===== src/sv/xte_pkg.sv =====
// ----------------------------------------------------------------------------
// xte_pkg
// Types, character constants and escape tables for the XML text escaper.
// ----------------------------------------------------------------------------
`timescale 1ns / 1ps

package xte_pkg;

  localparam int unsigned MAX_RESULTS = 12;
  localparam int unsigned ESC_MAX     = 6;

  localparam logic [7:0] CH_AMP  = 8'h26;  // &
  localparam logic [7:0] CH_LT   = 8'h3C;  // <
  localparam logic [7:0] CH_GT   = 8'h3E;  // >
  localparam logic [7:0] CH_QUOT = 8'h22;  // "
  localparam logic [7:0] CH_APOS = 8'h27;  // '
  localparam logic [7:0] CH_HASH = 8'h23;  // #
  localparam logic [7:0] CH_X    = 8'h78;  // x
  localparam logic [7:0] CH_SEMI = 8'h3B;  // ;
  localparam logic [7:0] CTRL_LIMIT = 8'd32;

  // Text arrays: element 0 is the first byte sent.
  typedef logic [ESC_MAX-1:0][7:0] xte_text_t;

  localparam xte_text_t TXT_AMP  = {8'h00, ";", "p", "m", "a", "&"};
  localparam xte_text_t TXT_LT   = {8'h00, 8'h00, ";", "t", "l", "&"};
  localparam xte_text_t TXT_GT   = {8'h00, 8'h00, ";", "t", "g", "&"};
  localparam xte_text_t TXT_QUOT = {";", "t", "o", "u", "q", "&"};
  localparam xte_text_t TXT_APOS = {";", "s", "o", "p", "a", "&"};
  localparam xte_text_t TXT_AMPH = {"#", ";", "p", "m", "a", "&"};
  localparam xte_text_t TXT_HX   = {8'h00, 8'h00, 8'h00, "x", "#", "&"};

  typedef struct packed {
    logic [7:0] in_byte;
    logic       in_last;
  } xte_in_t;

  typedef struct packed {
    logic [7:0] out_byte;
    logic       run_last;
    logic       string_end;
  } xte_out_t;

  // Expanded output bytes of one request.
  typedef struct packed {
    logic [3:0]                   cnt;
    logic [MAX_RESULTS-1:0][7:0]  bytes;
  } xte_seq_t;

  typedef struct packed {
    logic [2:0] len;
    xte_text_t  text;
  } xte_esc_t;

  typedef enum logic [3:0] {
    ST_IDLE = 4'b0001,
    ST_AMP  = 4'b0010,
    ST_HASH = 4'b0100,
    ST_RAW  = 4'b1000
  } xte_state_t;

  function automatic logic [7:0] xte_hex(input logic [3:0] n);
    if (n < 4'd10) return 8'h30 + {4'h0, n};
    return 8'h37 + {4'h0, n};
  endfunction

  function automatic xte_esc_t xte_escape(input logic [7:0] b);
    xte_esc_t e;
    priority if (b == CH_AMP) begin
      e.len = 3'd5; e.text = TXT_AMP;
    end else if (b == CH_LT) begin
      e.len = 3'd4; e.text = TXT_LT;
    end else if (b == CH_GT) begin
      e.len = 3'd4; e.text = TXT_GT;
    end else if (b == CH_QUOT) begin
      e.len = 3'd6; e.text = TXT_QUOT;
    end else if (b == CH_APOS) begin
      e.len = 3'd6; e.text = TXT_APOS;
    end else if (b < CTRL_LIMIT) begin
      e.len = 3'd6;
      e.text = {CH_SEMI, xte_hex(b[3:0]), xte_hex(b[7:4]), CH_X, CH_HASH, CH_AMP};
    end else begin
      // everything else passes through
      e.len     = 3'd1;
      e.text    = '0;
      e.text[0] = b;
    end
    return e;
  endfunction

endpackage


===== src/sv/xte_encoder.sv =====
// ----------------------------------------------------------------------------
// xte_encoder
// Lookahead/raw-run state and expansion of one request into output bytes.
// ----------------------------------------------------------------------------
`timescale 1ns / 1ps

module xte_encoder
  import xte_pkg::*;
(
  input  logic     clk,
  input  logic     rst_n,
  input  logic     accept,
  input  xte_in_t  req,
  output xte_seq_t seq
);

  xte_state_t state_r, state_nxt;
  logic [2:0] pre_len;
  xte_text_t  pre_text;
  logic [2:0] tail_len;
  xte_text_t  tail_text;
  xte_esc_t   esc;
  logic       hold_amp;
  logic [3:0] pos;
  logic [3:0] k;

  assign esc      = xte_escape(req.in_byte);
  assign hold_amp = (req.in_byte == CH_AMP) && !req.in_last;

  always_comb begin
    state_nxt = ST_IDLE;
    pre_len   = 3'd0;
    pre_text  = TXT_AMPH;
    tail_text = esc.text;
    // plain handling of the byte by default; a lone '&' is held
    tail_len  = hold_amp ? 3'd0 : esc.len;
    if (hold_amp) state_nxt = ST_AMP;

    unique case (state_r)
      ST_RAW: begin
        state_nxt = ST_IDLE;
        if (!req.in_last) begin
          tail_len     = 3'd1;
          tail_text    = '0;
          tail_text[0] = req.in_byte;
          if (req.in_byte != CH_SEMI) state_nxt = ST_RAW;
        end else begin
          tail_len = esc.len;
        end
      end
      ST_AMP: begin
        if (req.in_byte == CH_HASH && !req.in_last) begin
          state_nxt = ST_HASH;
          tail_len  = 3'd0;
        end else begin
          pre_len = 3'd5;
        end
      end
      ST_HASH: begin
        if (req.in_byte == CH_X) begin
          pre_len   = 3'd3;
          pre_text  = TXT_HX;
          tail_len  = 3'd0;
          state_nxt = req.in_last ? ST_IDLE : ST_RAW;
        end else begin
          pre_len = 3'd6;
        end
      end
      default: begin
      end
    endcase

    if (req.in_last) state_nxt = ST_IDLE;
  end

  // Splice prefix and escaped tail into one byte sequence.
  always_comb begin
    seq.cnt   = {1'b0, pre_len} + {1'b0, tail_len};
    seq.bytes = '0;
    pos       = 4'd0;
    k         = 4'd0;
    for (int i = 0; i < MAX_RESULTS; i++) begin
      pos = 4'(i);
      k   = pos - {1'b0, pre_len};
      if (pos < {1'b0, pre_len}) begin
        seq.bytes[i] = pre_text[pos[2:0]];
      end else if (k < 4'(ESC_MAX)) begin
        seq.bytes[i] = tail_text[k[2:0]];
      end
    end
  end

  always_ff @(posedge clk) begin
    if (!rst_n) begin
      state_r <= ST_IDLE;
    end else if (accept) begin
      state_r <= state_nxt;
    end
  end

endmodule


===== src/sv/xml_text_escaper.sv =====
// An accepted request is held in the sequence buffer; its bytes then move
// one per cycle into the output register while the output is not stalled. The
// next request enters as the last byte loads; plain bytes stream at 1/cycle.
// A held '&' or '&#' produces no bytes.
// Reset (synchronous, rst_n low) empties the sequence buffer and output
// register and clears the lookahead/raw-run state.
// ----------------------------------------------------------------------------
// xml_text_escaper
// Streams a byte string through XML entity escaping with backpressure.
// ----------------------------------------------------------------------------
`timescale 1ns / 1ps

module xml_text_escaper
  import xte_pkg::*;
(
  input  logic     clk,
  input  logic     rst_n,
  input  logic     in_valid,
  output logic     in_ready,
  input  xte_in_t  in_data,
  output logic     out_valid,
  input  logic     out_ready,
  output xte_out_t out_data
);

  xte_seq_t enc_seq;
  xte_seq_t seq_r;
  logic     seq_valid_r;
  logic     last_r;
  logic [3:0] idx_r;
  logic     out_valid_r;
  xte_out_t out_data_r;
  logic     accept;
  logic     out_load;
  logic     seq_final;

  xte_encoder u_enc (
    .clk    (clk),
    .rst_n  (rst_n),
    .accept (accept),
    .req    (in_data),
    .seq    (enc_seq)
  );

  assign out_load  = seq_valid_r && (!out_valid_r || out_ready);
  assign seq_final = (idx_r == seq_r.cnt - 4'd1);
  assign in_ready  = !seq_valid_r || (out_load && seq_final);
  assign accept    = in_valid && in_ready;

  always_ff @(posedge clk) begin
    if (!rst_n) begin
      seq_valid_r <= 1'b0;
      out_valid_r <= 1'b0;
      idx_r       <= 4'd0;
    end else begin
      if (out_load) begin
        out_valid_r <= 1'b1;
      end else if (out_ready) begin
        out_valid_r <= 1'b0;
      end
      if (accept) begin
        seq_valid_r <= (enc_seq.cnt != 4'd0);
        idx_r       <= 4'd0;
      end else if (out_load) begin
        seq_valid_r <= !seq_final;
        idx_r       <= idx_r + 4'd1;
      end
    end
  end

  always_ff @(posedge clk) begin
    if (accept) begin
      seq_r  <= enc_seq;
      last_r <= in_data.in_last;
    end
    if (out_load) begin
      out_data_r.out_byte   <= seq_r.bytes[idx_r];
      out_data_r.run_last   <= seq_final;
      out_data_r.string_end <= seq_final && last_r;
    end
  end

  assign out_valid = out_valid_r;
  assign out_data  = out_data_r;

endmodule


===== config.mk =====
export PLATFORM = sky130hd
export DESIGN_NAME = xml_text_escaper
export DESIGN_NICKNAME = d
export VERILOG_FILES = /design/src/sv/xte_pkg.sv /design/src/sv/xte_encoder.sv /design/src/sv/xml_text_escaper.sv
export SDC_FILE = /design/constraint.sdc
export NUM_CORES = 1
export LEC_CHECK = 0
export BUFFER_PORTS_ARGS = -buffer_cell sky130_fd_sc_hd__buf_2
export CORE_MARGIN = 2
export CORE_UTILIZATION = 45
export DETAILED_ROUTE_END_ITERATION = 10
export PLACE_DENSITY = 0.67
export SETUP_SLACK_MARGIN = 0.4
export SLEW_MARGIN = 20
export SYNTH_ARGS = -nofsm -noshare
export SYNTH_HDL_FRONTEND = slang
export SYNTH_SLANG_ARGS = --single-unit

===== constraint.sdc =====
create_clock -name clk -period 6.15 [get_ports clk]
set_input_delay 0.615 -clock clk [delete_from_list [all_inputs] [get_ports clk]]
set_output_delay 0.615 -clock clk [all_outputs]
set_load 0.1 [all_outputs]

After elaboration in Yosys (flattened, before gate mapping)
Index checks and enable logic that the tools add are counted.

Bitwise logic cells: 1. Order comparisons: 39. Reductions and logical operators: 16. Equal/unequal tests: 12. Multiplexer cells: 94. $add $sub $neg: 19.

Operators by type and width (count): 2-to-1 mux 8 bit (39); 2-to-1 mux 51 bit (6); binary-select mux 8 bit (select 3 bit) (12); 2-to-1 mux 48 bit (3); equality test 8 x 6 -> 1 bit, second input constant (6); less-than comparator 3 x 4 -> 1 bit, second input constant (12); less-than comparator 4 x 3 -> 1 bit, second input constant (12); 2-to-1 mux 46 bit (1); binary-select mux 8 bit (select 4 bit) (1); adder 6 x 4 -> 7 bit, first input constant (4); 2-to-1 mux 3 bit (7); 2-to-1 mux 1 bit (18); less-than comparator 4 x 3 -> 1 bit, first input constant (4); subtractor 3 x 3 -> 4 bit, first input constant (4); subtractor 4 x 3 -> 4 bit, first input constant (4); 2-to-1 mux 4 bit (3); case mux 4 bit (3 select lines) (1); less-than comparator 3 bit, first input constant (3); case mux 3 bit (3 select lines) (1); equality test 8 x 7 -> 1 bit, second input constant (1); less-than comparator 4 bit, second input constant (2); less-than comparator 8 x 6 -> 1 bit, second input constant (1); inequality test 8 x 6 -> 1 bit, second input constant (1); subtractor 1 x 3 -> 4 bit, first input constant (2); other kinds (20) (33).

Logic and storage cells: 202. Register bits after elaboration: 121. Input bits: 13. Output and inout port bits: 12.

Longest topological paths before layout
Depth after elaboration: 21. Gate-level depth with buffers: 17.

Hierarchy
Synthesis repeated with hierarchy kept, for this count alone.

Cell total of the unflattened synthesis: 713. Area total of the unflattened synthesis: 7764.9 um^2.

By module, submodules not included: xml_text_escaper (sequential area each 3453.3 um^2, area each 4524.3 um^2, cells an instance 205, times used 1); xte_encoder (sequential area each 80.1 um^2, area each 3240.6 um^2, cells an instance 508, times used 1).

Worst setup path after synthesis
No wires, ideal clock.

Path type: reg-to-reg. Start point: reg out_valid_r, in the netlist out_valid. End point: reg last_r (enable). Setup slack: 219 ps. Arrival time: 5476 ps. Clock period less this slack: 5931 ps. Library setup time: 454 ps. Path buffers: 0. Stages on the path, launching flop included: 5. Cells stage by stage: dfxtp_1 > nor2b_1 > o41ai_2 > nand2_1 > inv_1.

Cells in the longest elaborated chain, start to end: 6.

RTL lines: from (decl) (RTL line xml_text_escaper.sv:31) `logic out_valid_r;`; from (signal assigned) (RTL line xml_text_escaper.sv:53) `out_valid_r <= 1'b0;`; from (signal assigned) (RTL line xml_text_escaper.sv:57) `out_valid_r <= 1'b1;`; from (signal assigned) (RTL line xml_text_escaper.sv:59) `out_valid_r <= 1'b0;`; logical NOT 1 bit (RTL line xml_text_escaper.sv:45) `assign out_load = seq_valid_r && (!out_valid_r || out_ready);`; logical OR 1 bit (RTL line xml_text_escaper.sv:45); logical AND 1 bit (RTL line xml_text_escaper.sv:45); logical AND 1 bit (RTL line xml_text_escaper.sv:47) `assign in_ready = !seq_valid_r || (out_load && seq_final);`; logical OR 1 bit (RTL line xml_text_escaper.sv:47); net in_ready (RTL line xml_text_escaper.sv:19) `output logic in_ready,`; logical AND 1 bit (RTL line xml_text_escaper.sv:48) `assign accept = in_valid && in_ready;`; net accept (RTL line xml_text_escaper.sv:33) `logic accept;`; to (signal assigned) (RTL line xml_text_escaper.sv:74) `last_r <= in_data.in_last;`; to (decl) (RTL line xml_text_escaper.sv:29) `logic last_r;`.

The timed path passes the listed nets, and every way through them passes these cells. A chain may end at the register's enable or synchronous reset.

Worst setup path in the final report
Start point: in in_data[6] (netlist bit). End point: reg seq_r[17] (netlist bit), data pin.

Cells in the longest elaborated chain, start to end: 21.

RTL lines: from (decl) (RTL line xml_text_escaper.sv:20) `input xte_in_t in_data,`; less-than comparator 4 bit (RTL line xte_pkg.sv:63) `if (n < 4'd10) return 8'h30 + {4'h0, n};`; 2-to-1 mux 1 bit (RTL line xte_pkg.sv:63); 2-to-1 mux 1 bit (RTL line xte_pkg.sv:79) `end else if (b < CTRL_LIMIT) begin`; 2-to-1 mux 1 bit (RTL line xte_pkg.sv:77) `end else if (b == CH_APOS) begin`; 2-to-1 mux 1 bit (RTL line xte_pkg.sv:75) `end else if (b == CH_QUOT) begin`; 2-to-1 mux 1 bit (RTL line xte_pkg.sv:73) `end else if (b == CH_GT) begin`; 2-to-1 mux 1 bit (RTL line xte_pkg.sv:71) `end else if (b == CH_LT) begin`; 2-to-1 mux 1 bit (RTL line xte_pkg.sv:69) `priority if (b == CH_AMP) begin`; (+5 left out); 2-to-1 mux 51 bit (RTL line xte_pkg.sv:71); 2-to-1 mux 51 bit (RTL line xte_pkg.sv:69); 2-to-1 mux 48 bit (RTL line xte_encoder.sv:42) `if (!req.in_last) begin`; 2-to-1 mux 48 bit (RTL line xte_encoder.sv:39) `unique case (state_r)`; binary-select mux 8 bit (select 3 bit) (RTL line xte_encoder.sv:88) `seq.bytes[i] = tail_text[k[2:0]];`; 2-to-1 mux 8 bit (implied by the code) (RTL line xte_encoder.sv:88); 2-to-1 mux 8 bit (RTL line xte_encoder.sv:87) `end else if (k < 4'(ESC_MAX)) begin`; 2-to-1 mux 8 bit (*) (RTL line xte_encoder.sv:85) `if (pos < {1'b0, pre_len}) begin`; to (signal assigned) (RTL line xml_text_escaper.sv:73) `seq_r <= enc_seq;`; to (decl) (RTL line xml_text_escaper.sv:27) `xte_seq_t seq_r;`.

Every way passes the cells marked *; elsewhere a longest branch is shown, timed or not. The select of a mux whose other input is x is not followed.

==> qor.csv <==
stage,metric,value,unit
outcome,status,"complete, no violations",
timing,setup_viol,0,
place,place_area,0.00814,sq mm
timing,max_clock_freq,220,MHz
timing,rsz0062_at_grt,no,
global_routing,grt_util_all_layers,0.299,
floorplanning,die-area,0.0185,sq mm
clocking,clockBufferDepth,2,
critical_path,crit_type,in -> reg,
synthesis,syn-cell-area,0.00785,sq mm
layout,final_common_cell,edfxtp_1,
pwr,intPower,1.64,mW
clocking,cts_buffers,17,
synthesis,syn_area_per_cell,10.6,sq um
pwr,p_leak,3.09,nW
layout,multi_input_area,0.00396,sq mm
layout,drive_gt1_frac,0.161,
place,place_inst,955,
pwr,p_sw,555,uW
min_path,holdPathStages,2,
critical_path,crit_path_end_kind,flip-flop,
run,maxCapViolCount,0,
layout,area_growth,11.1,%
synthesis,async_reset_ff_frac,0,
min_path,hp-start,rst_n,
routing,drtIter0Drc,822,
layout,layoutNonFillerInstCount,987,
global_routing,overflow,0,
synthesis,synth_edf_count,111,
timing,slew-limit-headroom,0.290,
global_routing,antenna_found_initial,0,
floorplanning,die_y,136,um
pwr,swShare,0.253,
global_routing,grt_pass1_vias,6427,
critical_path,r2r-start,u_enc.state_r[0]$_SDFFE_PN1P_,
routing,drtAntennaViolNets,0,
floorplanning,core_area,0.0172,sq mm
clocking,hold_buffers,0,
routing,detail_route.wl_per_cell,27.1,um
layout,n_antenna_cell,0,
critical_path,crit_path_start_kind,input port,
place,gp_congestion,1.03,
pwr,pwr-share-comb,0.112,
critical_path,r2r_end,seq_r[21]$_SDFFCE_PN1P_,
critical_path,r2r_slack,1.76,ns
routing,finalWirelength,26800,um
clocking,postCtsSetupBuffers,0,
min_path,holdPathEnd,u_enc.state_r[0]$_SDFFE_PN1P_,
pwr,seqPwrFrac,0.444,
synthesis,synth-seq-cells,121,
clocking,cts_root_buf,clkbuf_16,
floorplanning,die_x,136,um
timing,final.min_clock_period,4.55,ns
timing,slew_viol_final,0,
clocking,cts_tree,yes,
clocking,clock_sinks,121,
timing,tightest_slew,1.06,ns
critical_path,r2r_cells,13,
floorplanning,rows,48,
synthesis,synth_ff_type,edfxtp_1,
timing,fin_tns_setup,0,ns
global_routing,grt_pass1_wl,40100,um
routing,drc,0,
timing,holdWs,0.454,ns
clocking,clk_latency,0.41,ns
routing,first_pass_iters,6,
routing,viasPerCell,6.75,
synthesis,synth_cell_types,85,
timing,min_period_over_period,0.740,
layout,final_cell_mix,"edfxtp_1, nand2_1, nor2_1",
synthesis,syn_inst,741,
critical_path,cp_max_fo,26,
layout,num-fill-cells,1568,
timing,skew,0.0102,ns
critical_path,arrival,4.71,ns
synthesis,synth-seq-area-share,0.450,
pwr,power.density,252,mW/mm^2
clocking,postCtsResizedCells,0,
timing,final-hold-violation-count,0,
routing,vias,6661,
layout,final_area,0.00871,sq mm
pwr,p_clk_frac,0.443,
pwr,irDropWorstVdd,183,uV
layout,finalNetCount,786,
floorplanning,ios,25,
global_routing,grt_max_degree,44,
place,dp_hpwl,19600,um
layout,seq_area,0.00353,sq mm
min_path,min_path_type,in -> reg,
floorplanning,initial_core_util,0.457,
critical_path,required,6.31,ns
clocking,clk_pin_slew,0.06,ns
synthesis,yosys_warnings,0,
place,port_buffers,24,
clocking,htreeDepth,4,
## power by group through the flow
stage               clock network, mW  registers [mW]  logic (mW)
floorplan                           0            1.03       0.143
global placement                    0           0.990       0.242
detailed placement                  0           0.993       0.244
CTS                             0.983           0.976       0.245
global route                     1.02           0.980       0.263
finish                          0.973           0.976       0.247
## logic make-up (layout without fill, tap and decap cells)
family	after synthesis	in the layout	share of synthesized area
AO/OA/AOI/OAI	224	224	0.204
AND/OR/NAND/NOR	221	221	0.139
flip-flops	121	121	0.450
buffers and inverters	84	103	0.0456
multiplexers	55	55	0.109
adder cells (fa/ha/maj)	24	24	0.0392
XOR/XNOR	11	11	0.0123
other	1	3	0.000478
## area by class of cell
cell class / instances / share of cell area
Multi-Input combinational cell: 538 / 0.455
Sequential cell: 121 / 0.406
Clock buffer: 21 / 0.0517
Tap cell: 225 / 0.0323
Timing Repair Buffer: 41 / 0.0284
Clock inverter: 11 / 0.0141
Inverter: 30 / 0.0134
## critical path, cell delays in order
cell	delay, ns
buf_2	0.21
ha_1	0.25
nor4b_4	0.56
a31oi_4	0.18
nor2_4	0.57
inv_2	0.32
ha_1	0.29
inv_1	0.06
ha_1	0.46
inv_1	0.49
nor2_1	0.19
a221o_1	0.35
nor2b_1	0.14
## synth_stat cells, drive strengths merged, types with 9 or more instances
library cell  number  area share
a211oi            10       0.010
o22ai             25       0.020
nor2              50       0.026
ha                23       0.037
edfxtp           111        0.42
clkbuf            32       0.015
nand2             72       0.035
o32ai             14       0.018
dfxtp             10       0.026
nand3             30       0.019
o21ai             40       0.026
o211ai            18       0.017
mux2i             30       0.038
buf               22       0.016
a21oi             34       0.022
mux4              24       0.069
nor3              20       0.013
a31oi             12       0.011
a21boi             9      0.0086
inv               30       0.014
## worst max path at each step
stage / cells after the start / slack, ns / start / to
final: 13 / 1.60 / in_data[6] / seq_r[17]$_SDFFCE_PP0P_
after global routing: 13 / 1.40 / in_data[6] / seq_r[21]$_SDFFCE_PN1P_
after CTS: 13 / 1.73 / in_data[6] / seq_r[17]$_SDFFCE_PP0P_
after detailed placement: 13 / 1.32 / in_data[6] / seq_r[17]$_SDFFCE_PP0P_
after global placement: 15 / 1.45 / in_data[2] / seq_r[17]$_SDFFCE_PP0P_
after floorplan: 4 / 1.05 / out_valid$_SDFFE_PN0P_ / last_r$_DFFE_PP_
## flip-flops by register name, summed over array words and instances, names as in the netlist
name / count
seq_r: 100
last_r: 1
idx_r: 4
u_enc.state_r: 4
seq_valid_r: 1
out_data: 10
out_valid: 1
## per-stage QoR
step / power, mW / setup slack (ns) / util
floorplan: 1.17 / 1.05 / -
global placement: 1.23 / 1.45 / 0.474
detailed placement: 1.24 / 1.32 / 0.474
CTS: 2.20 / 1.73 / 0.507
global route: 2.26 / 1.40 / 0.507
finish: 2.20 / 1.60 / 0.507
## per-layer routing
layer,part of all wire,up-vias,global-route usage,wire length (um)
met5,0,-,0,0
met4,0.036,0,0.121,956
met2,0.46,405,0.465,12300
met1,0.42,3271,0.410,11200
li1,-,2921,-,-
met3,0.088,64,0.0619,2350
(Power assumes the default switching activity.)
